==> config.mk <==
export PLATFORM = sky130hd
export DESIGN_NAME = sorted_table_search_delete_edit_core
export DESIGN_NICKNAME = d
export VERILOG_FILES = /design/src/rtl/core/sts_pkg.sv /design/src/rtl/core/sts_cell.sv /design/src/rtl/core/sts_ctrl.sv /design/src/rtl/core/sorted_table_search_delete_edit_core.sv
export VERILOG_INCLUDE_DIRS = /design/src /design/src/rtl/core
export SDC_FILE = /design/constraint.sdc
export NUM_CORES = 2
export LEC_CHECK = 0
export BUFFER_PORTS_ARGS = -buffer_cell sky130_fd_sc_hd__buf_4
export CAP_MARGIN = 10
export CORE_ASPECT_RATIO = 2
export CORE_MARGIN = 2
export CORE_UTILIZATION = 49
export DETAILED_ROUTE_END_ITERATION = 16
export PLACE_DENSITY = 0.77
export SLEW_MARGIN = 20
export SYNTH_ARGS = -nofsm -noshare
export SYNTH_HDL_FRONTEND = slang
export SYNTH_SLANG_ARGS = --single-unit
==> constraint.sdc <==
create_clock -name clk -period 6.8 [get_ports clk]
set_input_delay 0 -clock clk [delete_from_list [all_inputs] [get_ports clk]]
set_output_delay 0 -clock clk [all_outputs]
set_load 0.005 [all_outputs]
==> src/rtl/core/sorted_table_search_delete_edit_core_defines.svh <==
// Assertion macros shared by the sorted table core.
// No dependencies; included by files that carry concurrent assertions.
`ifndef SORTED_TABLE_SEARCH_DELETE_EDIT_CORE_DEFINES_SVH
`define SORTED_TABLE_SEARCH_DELETE_EDIT_CORE_DEFINES_SVH

// Same-cycle implication, disabled during reset.
`define STS_ASSERT_NOW(label, clk, rst_n, ante, cons, msg) \
  label: assert property (@(posedge clk) disable iff (!rst_n) (ante) |-> (cons)) \
    else $error(msg);

// Next-cycle implication, disabled during reset.
`define STS_ASSERT_NEXT(label, clk, rst_n, ante, cons, msg) \
  label: assert property (@(posedge clk) disable iff (!rst_n) (ante) |=> (cons)) \
    else $error(msg);

`endif

==> src/rtl/core/sts_pkg.sv <==
// Shared types and codes for the sorted table core.
// No dependencies.
package sts_pkg;

  localparam int CMD_W   = 3;
  localparam int WORD_W  = 32;
  localparam int STAT_W  = 2;

  localparam logic [CMD_W-1:0] CMD_CLEAR  = 3'd0;
  localparam logic [CMD_W-1:0] CMD_INSERT = 3'd1;
  localparam logic [CMD_W-1:0] CMD_SEARCH = 3'd2;
  localparam logic [CMD_W-1:0] CMD_DELETE = 3'd3;
  localparam logic [CMD_W-1:0] CMD_EDIT   = 3'd4;

  localparam logic [STAT_W-1:0] ST_OK        = 2'd0;
  localparam logic [STAT_W-1:0] ST_FULL      = 2'd1;
  localparam logic [STAT_W-1:0] ST_NOT_FOUND = 2'd2;

  typedef logic signed [WORD_W-1:0] word_t;

  // Broadcast operation for the row of cells.
  typedef struct packed {
    logic rotate;     // every cell takes its right neighbor (ring)
    logic close_gap;  // cells at or past the first match take right neighbor
    logic insert;     // sorted insert of the broadcast value
  } cell_ctl_t;

  typedef struct packed {
    logic              found;
    logic [3:0]        first_position;
    logic [4:0]        match_count;
    logic [4:0]        entry_count;
    logic [STAT_W-1:0] status;
  } result_t;

endpackage

==> src/rtl/core/sts_cell.sv <==
// One storage cell of the sorted row: holds one entry, shifts with neighbors.
// Depends on sts_pkg.
module sts_cell
  import sts_pkg::*;
#(
  parameter int IW = 4,
  parameter int CW = 5
) (
  input  logic          clk,
  input  cell_ctl_t     ctl,
  input  word_t         ins_val,
  input  word_t         from_next,
  input  word_t         from_prev,
  input  logic          prev_below,
  input  logic [IW-1:0] idx,
  input  logic [CW-1:0] cnt,
  input  logic [IW-1:0] first,
  output word_t         val,
  output logic          below
);

  word_t val_r;
  word_t val_nxt;

  // Valid entry strictly below the broadcast value.
  assign below = (CW'(idx) < cnt) && (val_r < ins_val);
  assign val   = val_r;

  always_comb begin
    val_nxt = val_r;
    if (ctl.rotate) begin
      val_nxt = from_next;
    end else if (ctl.close_gap && (idx >= first)) begin
      val_nxt = from_next;
    end else if (ctl.insert && !below) begin
      val_nxt = prev_below ? ins_val : from_prev;
    end
  end

  always_ff @(posedge clk) begin
    val_r <= val_nxt;
  end

endmodule

==> src/rtl/core/sts_ctrl.sv <==
// Command sequencer: lookup sweep over the rotating row, then shift steps.
// Depends on sts_pkg and the shared assertion macro header.
`include "sorted_table_search_delete_edit_core_defines.svh"
module sts_ctrl
  import sts_pkg::*;
#(
  parameter int DEPTH = 16,
  parameter int IW    = $clog2(DEPTH),
  parameter int CW    = $clog2(DEPTH + 1)
) (
  input  logic             clk,
  input  logic             rst_n,
  input  logic             start,
  output logic             busy,
  input  logic [CMD_W-1:0] cmd,
  input  word_t            key,
  input  word_t            nv,
  input  word_t            head,
  output cell_ctl_t        ctl,
  output word_t            ins_val,
  output logic [CW-1:0]    cnt,
  output logic [IW-1:0]    first,
  output logic             res_valid,
  output result_t          res
);

  typedef enum logic [4:0] {
    S_IDLE  = 5'b00001,
    S_LOOK  = 5'b00010,
    S_DISP  = 5'b00100,
    S_SHIFT = 5'b01000,
    S_FILL  = 5'b10000
  } state_t;

  state_t           state_r, state_nxt;
  logic [CMD_W-1:0] cmd_r, cmd_nxt;
  word_t            key_r, key_nxt;
  word_t            nv_r, nv_nxt;
  logic [IW-1:0]    idx_r, idx_nxt;
  logic [IW-1:0]    first_r, first_nxt;
  logic [CW-1:0]    match_r, match_nxt;
  logic [CW-1:0]    cnt_r, cnt_nxt;
  logic [CW-1:0]    step_r, step_nxt;
  logic             res_valid_r, res_valid_nxt;
  result_t          res_r, res_nxt;

  logic             finish;
  logic [STAT_W-1:0] stat;
  logic             found;
  logic             known_cmd;

  assign busy      = (state_r != S_IDLE);
  assign cnt       = cnt_r;
  assign first     = first_r;
  assign ins_val   = (state_r == S_FILL) ? nv_r : key_r;
  assign res_valid = res_valid_r;
  assign res       = res_r;

  assign found     = (match_r != '0);
  assign known_cmd = (cmd_r <= CMD_EDIT);

  always_comb begin
    state_nxt = state_r;
    cmd_nxt   = cmd_r;
    key_nxt   = key_r;
    nv_nxt    = nv_r;
    idx_nxt   = idx_r;
    first_nxt = first_r;
    match_nxt = match_r;
    cnt_nxt   = cnt_r;
    step_nxt  = step_r;
    ctl       = '0;
    finish    = 1'b0;
    stat      = ST_OK;

    case (state_r)
      S_IDLE: begin
        if (start) begin
          cmd_nxt   = cmd;
          key_nxt   = key;
          nv_nxt    = nv;
          idx_nxt   = '0;
          first_nxt = '0;
          match_nxt = '0;
          state_nxt = S_LOOK;
        end
      end
      S_LOOK: begin
        // head holds entry idx_r; a full turn restores the row
        ctl.rotate = 1'b1;
        if ((CW'(idx_r) < cnt_r) && (head == key_r)) begin
          if (match_r == '0) begin
            first_nxt = idx_r;
          end
          match_nxt = match_r + CW'(1);
        end
        idx_nxt = idx_r + IW'(1);
        if (idx_r == IW'(DEPTH - 1)) begin
          state_nxt = S_DISP;
        end
      end
      S_DISP: begin
        case (cmd_r)
          CMD_CLEAR: begin
            cnt_nxt = '0;
            finish  = 1'b1;
          end
          CMD_INSERT: begin
            if (cnt_r >= CW'(DEPTH)) begin
              stat = ST_FULL;
            end else begin
              ctl.insert = 1'b1;
              cnt_nxt    = cnt_r + CW'(1);
            end
            finish = 1'b1;
          end
          CMD_SEARCH: begin
            if (!found) begin
              stat = ST_NOT_FOUND;
            end
            finish = 1'b1;
          end
          CMD_DELETE, CMD_EDIT: begin
            if (!found) begin
              stat   = ST_NOT_FOUND;
              finish = 1'b1;
            end else begin
              step_nxt  = match_r;
              state_nxt = S_SHIFT;
            end
          end
          default: begin
            finish = 1'b1;
          end
        endcase
      end
      S_SHIFT: begin
        // one copy removed per cycle
        ctl.close_gap = 1'b1;
        step_nxt      = step_r - CW'(1);
        if (step_r == CW'(1)) begin
          cnt_nxt = cnt_r - match_r;
          if (cmd_r == CMD_EDIT) begin
            step_nxt  = match_r;
            state_nxt = S_FILL;
          end else begin
            finish = 1'b1;
          end
        end
      end
      S_FILL: begin
        // one copy of the new value inserted per cycle
        ctl.insert = 1'b1;
        cnt_nxt    = cnt_r + CW'(1);
        step_nxt   = step_r - CW'(1);
        if (step_r == CW'(1)) begin
          finish = 1'b1;
        end
      end
      default: begin
        state_nxt = S_IDLE;
      end
    endcase

    if (finish) begin
      state_nxt = S_IDLE;
    end

    res_valid_nxt          = finish;
    res_nxt                = res_r;
    if (finish) begin
      res_nxt.found          = found && known_cmd;
      res_nxt.first_position = (found && known_cmd) ? 4'(first_r) : 4'd0;
      res_nxt.match_count    = known_cmd ? 5'(match_r) : 5'd0;
      res_nxt.entry_count    = 5'(cnt_nxt);
      res_nxt.status         = stat;
    end
  end

  always_ff @(posedge clk) begin
    if (!rst_n) begin
      state_r     <= S_IDLE;
      cnt_r       <= '0;
      res_valid_r <= 1'b0;
    end else begin
      state_r     <= state_nxt;
      cnt_r       <= cnt_nxt;
      res_valid_r <= res_valid_nxt;
    end
  end

  always_ff @(posedge clk) begin
    cmd_r   <= cmd_nxt;
    key_r   <= key_nxt;
    nv_r    <= nv_nxt;
    idx_r   <= idx_nxt;
    first_r <= first_nxt;
    match_r <= match_nxt;
    step_r  <= step_nxt;
    res_r   <= res_nxt;
  end

  `STS_ASSERT_NOW(a_cnt_bound, clk, rst_n, 1'b1, cnt_r <= CW'(DEPTH), "entry count past depth")
  `STS_ASSERT_NEXT(a_start_look, clk, rst_n, start && !busy, state_r == S_LOOK, "start not taken")
  `STS_ASSERT_NOW(a_res_after_work, clk, rst_n, res_valid_r, !$past(state_r == S_IDLE), "stray result")
  `STS_ASSERT_NOW(a_step_live, clk, rst_n, state_r == S_SHIFT || state_r == S_FILL, step_r != '0, "zero step")

endmodule

==> src/rtl/core/sorted_table_search_delete_edit_core.sv <==
// Top level of the sorted table core: row of storage cells plus sequencer.
// Depends on sts_pkg, sts_cell and sts_ctrl.
//
//  channel  | handshake           | payload
//  ---------+---------------------+-------------------------------------------
//  request  | start / busy        | in_cmd, in_key_value, in_new_value
//  result   | out_valid (strobe)  | out_found, out_first_position,
//           |                     | out_match_count, out_entry_count, out_status
//
// Steps: a request first runs a lookup (the row turns once past the head
//   cell), then a dispatch step; delete then shifts the row once per matching
//   copy, edit shifts out each copy and then inserts the new value once per
//   copy. Clear, insert and search finish at the dispatch step.
// The result strobe is registered and rises as the last step ends; busy falls on the
//   same edge, so the next request may be given while the strobe is high.
// Reset clears the entry count and the sequencer; cell contents are left as is.
// The receiver cannot stall: each result is shown for exactly one cycle.
module sorted_table_search_delete_edit_core
  import sts_pkg::*;
#(
  parameter int DEPTH = 16
) (
  input  logic                     clk,
  input  logic                     rst_n,
  input  logic                     start,
  output logic                     busy,
  input  logic [CMD_W-1:0]         in_cmd,
  input  logic signed [WORD_W-1:0] in_key_value,
  input  logic signed [WORD_W-1:0] in_new_value,
  output logic                     out_valid,
  output logic                     out_found,
  output logic [3:0]               out_first_position,
  output logic [4:0]               out_match_count,
  output logic [4:0]               out_entry_count,
  output logic [STAT_W-1:0]        out_status
);

  localparam int IW = $clog2(DEPTH);
  localparam int CW = $clog2(DEPTH + 1);

  cell_ctl_t     ctl;
  word_t         ins_val;
  logic [CW-1:0] cnt;
  logic [IW-1:0] first;
  result_t       res;

  // cell values and insert flags along the row
  word_t         val   [DEPTH];
  logic          below [DEPTH];

  sts_ctrl #(
    .DEPTH (DEPTH),
    .IW    (IW),
    .CW    (CW)
  ) u_ctrl (
    .clk       (clk),
    .rst_n     (rst_n),
    .start     (start),
    .busy      (busy),
    .cmd       (in_cmd),
    .key       (in_key_value),
    .nv        (in_new_value),
    .head      (val[0]),
    .ctl       (ctl),
    .ins_val   (ins_val),
    .cnt       (cnt),
    .first     (first),
    .res_valid (out_valid),
    .res       (res)
  );

  // Cell 0 is the head: the lookup reads it, insert enters there when the
  // new value is the smallest. The last cell wraps to the head so a full
  // rotation leaves the row unchanged.
  for (genvar i = 0; i < DEPTH; i++) begin : g_cell
    word_t prev_val;
    logic  prev_flag;

    if (i == 0) begin : g_head
      assign prev_val  = '0;
      assign prev_flag = 1'b1;
    end else begin : g_body
      assign prev_val  = val[i-1];
      assign prev_flag = below[i-1];
    end

    sts_cell #(
      .IW (IW),
      .CW (CW)
    ) u_cell (
      .clk        (clk),
      .ctl        (ctl),
      .ins_val    (ins_val),
      .from_next  (val[(i + 1) % DEPTH]),
      .from_prev  (prev_val),
      .prev_below (prev_flag),
      .idx        (IW'(i)),
      .cnt        (cnt),
      .first      (first),
      .val        (val[i]),
      .below      (below[i])
    );
  end

  assign out_found          = res.found;
  assign out_first_position = res.first_position;
  assign out_match_count    = res.match_count;
  assign out_entry_count    = res.entry_count;
  assign out_status         = res.status;

endmodule

==> flow_metrics.py <==
metrics = {
    "synth": {
        "yosys_warnings": 0,
        "synth_ff_type": "edfxtp_1",
        "syn_nets": 5617,
        "async_flop_share_pct": 0,
        "synth_top_area_cell": "edfxtp_1",
        "yosysTopAreaCellShare_pct": 38.42,
        "ys_seq_area_share_pct": 38.88,
        "synthesis.area_sq_um": 47990,
        "ys_seq_elements": 625,
        "synth_edf_count": 614,
        "synth.avg_cell_area_sq_um": 9.498,
        "synthCells": 5053,
        "ys_types": 92,
        "netlist_top_cells_area": "edfxtp_1, ha_1, a21oi_1",
    },
    "global_route": {
        "grt_pass1_vias": 43730,
        "grt_antenna_before_repair": 8,
        "track_usage_pct": 43.58,
        "overflow": 0,
        "grt_start_max_net_pins": 69,
        "grt_pass1_wl_mm": 314.0,
    },
    "cts": {
        "clock-sinks": 625,
        "cts-root-buf": "clkbuf_16",
        "cts_tree": "done",
        "post_cts_resized": 0,
        "h-tree-depth": 3,
        "cts.clk_slew.worst_paths_ns": 0.07,
        "clock_latency_ns": 0.71,
        "cts_buffers": 66,
        "clock_path_buffers": 3,
    },
    "die": {
        "io_pins": 89,
        "initial_core_util_pct": 49.33,
        "fp.dieW_um": 225.3,
        "dieHeight_um": 446.6,
        "fp.coreArea_sq_um": 97290,
        "placementRows": 162,
        "fp.dieArea_sq_um": 100600,
    },
    "sta": {
        "slew-limit-headroom_pct": 10.97,
        "min_period_ns": 6.462,
        "setup_viol": 0,
        "tightestPinTransition_ns": 1.325,
        "finClkSkew_ns": 0.04317,
        "hold_viol_final": 0,
        "setup_tns_ns": 0,
        "drv_slew": 0,
        "clock.fmax_ghz": 0.1548,
        "finalCritPeriodShare_pct": 95.03,
        "grt_setup_unrepaired": "false",
    },
    "drt": {
        "met2RoutedLength_mm": 95.73,
        "wirelength_mm": 222.0,
        "wire_per_inst_um": 34.96,
        "wirelength_met1_mm": 73.29,
        "via_per_inst": 7.259,
        "remaining_drc_errors": 0,
        "top_layer": "met5",
        "wl_met3_mm": 24.25,
        "dr.pass1.iters": 7,
        "vias": 46090,
        "drt_iter0_drc": 6589,
        "final_antenna_net_count": 0,
    },
    "status": {
        "outcome": "finished, final reports clean",
    },
    "placement": {
        "dpl.hpwl_mm": 160.0,
        "finalWeightedCongestion": 1.045,
        "port_buffers": 88,
    },
    "layout": {
        "drive_gt1_share_pct": 11.79,
        "nets": 5618,
        "area_delta_synth_final_pct": 11.71,
    },
    "critical_path": {
        "crit_required_ns": 7.14,
        "critPathKind": "reg -> reg",
        "crit_path_max_fanout": 33,
        "cp_common_cell": "buf_4",
        "max_stage_delay_ns": 0.84,
        "crit_chain": "nor3_4, nand2_2, buf_12, mux2_2, inv_1, buf_4, ha_1, nand4_1, nor2_1, a221o_1, a2111oi_1, a211o_1, buf_4, nand3_1, nand2_1, buf_4",
        "crit_slowest_cell": "a2111oi_1",
        "crit_path_start_kind": "flip-flop",
        "end_kind": "flip-flop",
        "cp_data_arrival_time_ns": 6.80,
    },
    "power": {
        "leakage_nw": 20.58,
        "total_power_w": 0.01122,
        "peakVddDrop_v": 0.0002078,
        "p_per_area_nw_per_um2": 209.4,
    },
    "run": {
        "max-cap-violations": 0,
    },
    "min_path": {
        "min_path_type": "in -> reg",
    },
}
-- kinds of logic (layout without fill, tap and decap cells) --
family          count (synthesis)  count (layout)  synth area share, %
other cells                     0              12                    0
simple gates                 1549            1549                15.37
compound gates               1644            1644                23.99
buf+inv                       534             588                4.500
flops                         625             625                38.88
fa+ha+maj                     498             498                12.98
mux                           159             159                3.478
xor+xnor                       44              44               0.8030
-- per-layer routing --
layer,global-route usage [%],up-vias
met5,0,-
met1,49.03,22110
met4,45.63,2
met2,65.31,3273
li1,-,19820
met3,10.50,886
-- cell usage after synthesis, drive strengths merged (97+ instances only) --
| cell | count |
|---|---|
| o211ai | 142 |
| a31oi | 140 |
| a21oi | 431 |
| nand3 | 97 |
| a21o | 124 |
| nor3 | 353 |
| mux2i | 97 |
| nor2 | 263 |
| o21ai | 157 |
| nand4 | 111 |
| nand2 | 485 |
| clkbuf | 356 |
| ha | 493 |
| o31ai | 133 |
| edfxtp | 614 |
-- path summary, 6_finish.rpt --
check                            startpoint  cells past startpoint  slack (ns)                                  to
max          u_ctrl.state_r[1]$_SDFFE_PP0P_                     16        0.34  g_cell[11].u_cell.val[1]$_DFFE_PP_
min                        in_key_value[23]                      2        0.01          u_ctrl.key_r[23]$_DFFE_PP_
max reg2reg  u_ctrl.state_r[1]$_SDFFE_PP0P_                     16        0.34  g_cell[11].u_cell.val[1]$_DFFE_PP_
min reg2reg   u_ctrl.idx_r[1]$_SDFFCE_PN0P_                      1        0.62       u_ctrl.first[1]$_SDFFCE_PN0P_
-- flip-flops by register name, indices dropped and copies added (netlist names), 5 cells and up --
name               cells
u_ctrl.match_r         5
u_ctrl.state_r         5
u_ctrl.key_r          32
u_ctrl.nv_r           32
g_cell.u_cell.val    512
u_ctrl.step_r          5
u_ctrl.cnt             5
u_ctrl.res            17
-- repair_timing --
item	CTS	global route
hold buffers	69	0
setup buffers	0	0
endpoints found under the hold margin	91	0
-- critical path, delay by kind of cell (launching register included) --
kind	cells	cell delay (ns)
buf+inv	5	2.10
simple gates	6	1.49
compound gates	3	1.44
flops	1	0.40
mux	1	0.30
fa+ha+maj	1	0.29
-- placed cells by master, fill, tap and decap left out, drive strengths merged, types with 83 or more instances in the layout --
cell	n
edfxtp	614
ha	493
mux2i	97
nor2	263
nor3	353
a21o	124
a31oi	140
nand3	97
o211ai	142
a21oi	431
inv	83
o21ai	157
o31ai	133
buf	314
nand2	485
nand4	111
-- metrics by stage --
| step | setup WS (ns) | area [sq um] | utilization [%] | hold WS, ns | instances |
|---|---|---|---|---|---|
| floorplan | 0.07615 | 47990 | - | 0.09887 | 5053 |
| finish | 0.3381 | 53610 | 55.10 | 0.01282 | 6349 |
| CTS | 0.6426 | 53540 | 55.03 | 0.008144 | 6336 |
| global placement | 0.7450 | 50540 | 51.95 | 0.1794 | 6146 |
| global route | 0.2566 | 53590 | 55.08 | 0.01393 | 6341 |
| detailed placement | 0.6694 | 50550 | 51.95 | 0.1793 | 6146 |
-- final cells by class --
| class | instances | area [sq um] |
|---|---|---|
| fill | 8664 | 43680 |
| multi-input combinational | 3894 | 27590 |
| sequential | 625 | 18660 |
| timing repair buffer | 383 | 3181 |
| clock buffer | 79 | 1753 |
| tap | 1230 | 1539 |
| clock inverter | 42 | 544.3 |
| inverter | 84 | 315.3 |
| antenna | 12 | 30.03 |
-- power by group --
part,internal [W],switching (W),leakage (nW),total [W]
registers,0.00445,0.000230,5.68,0.00468
clock network,0.00228,0.00178,1.10,0.00406
logic,0.000833,0.00165,13.8,0.00248
(Power assumes the default switching activity.)
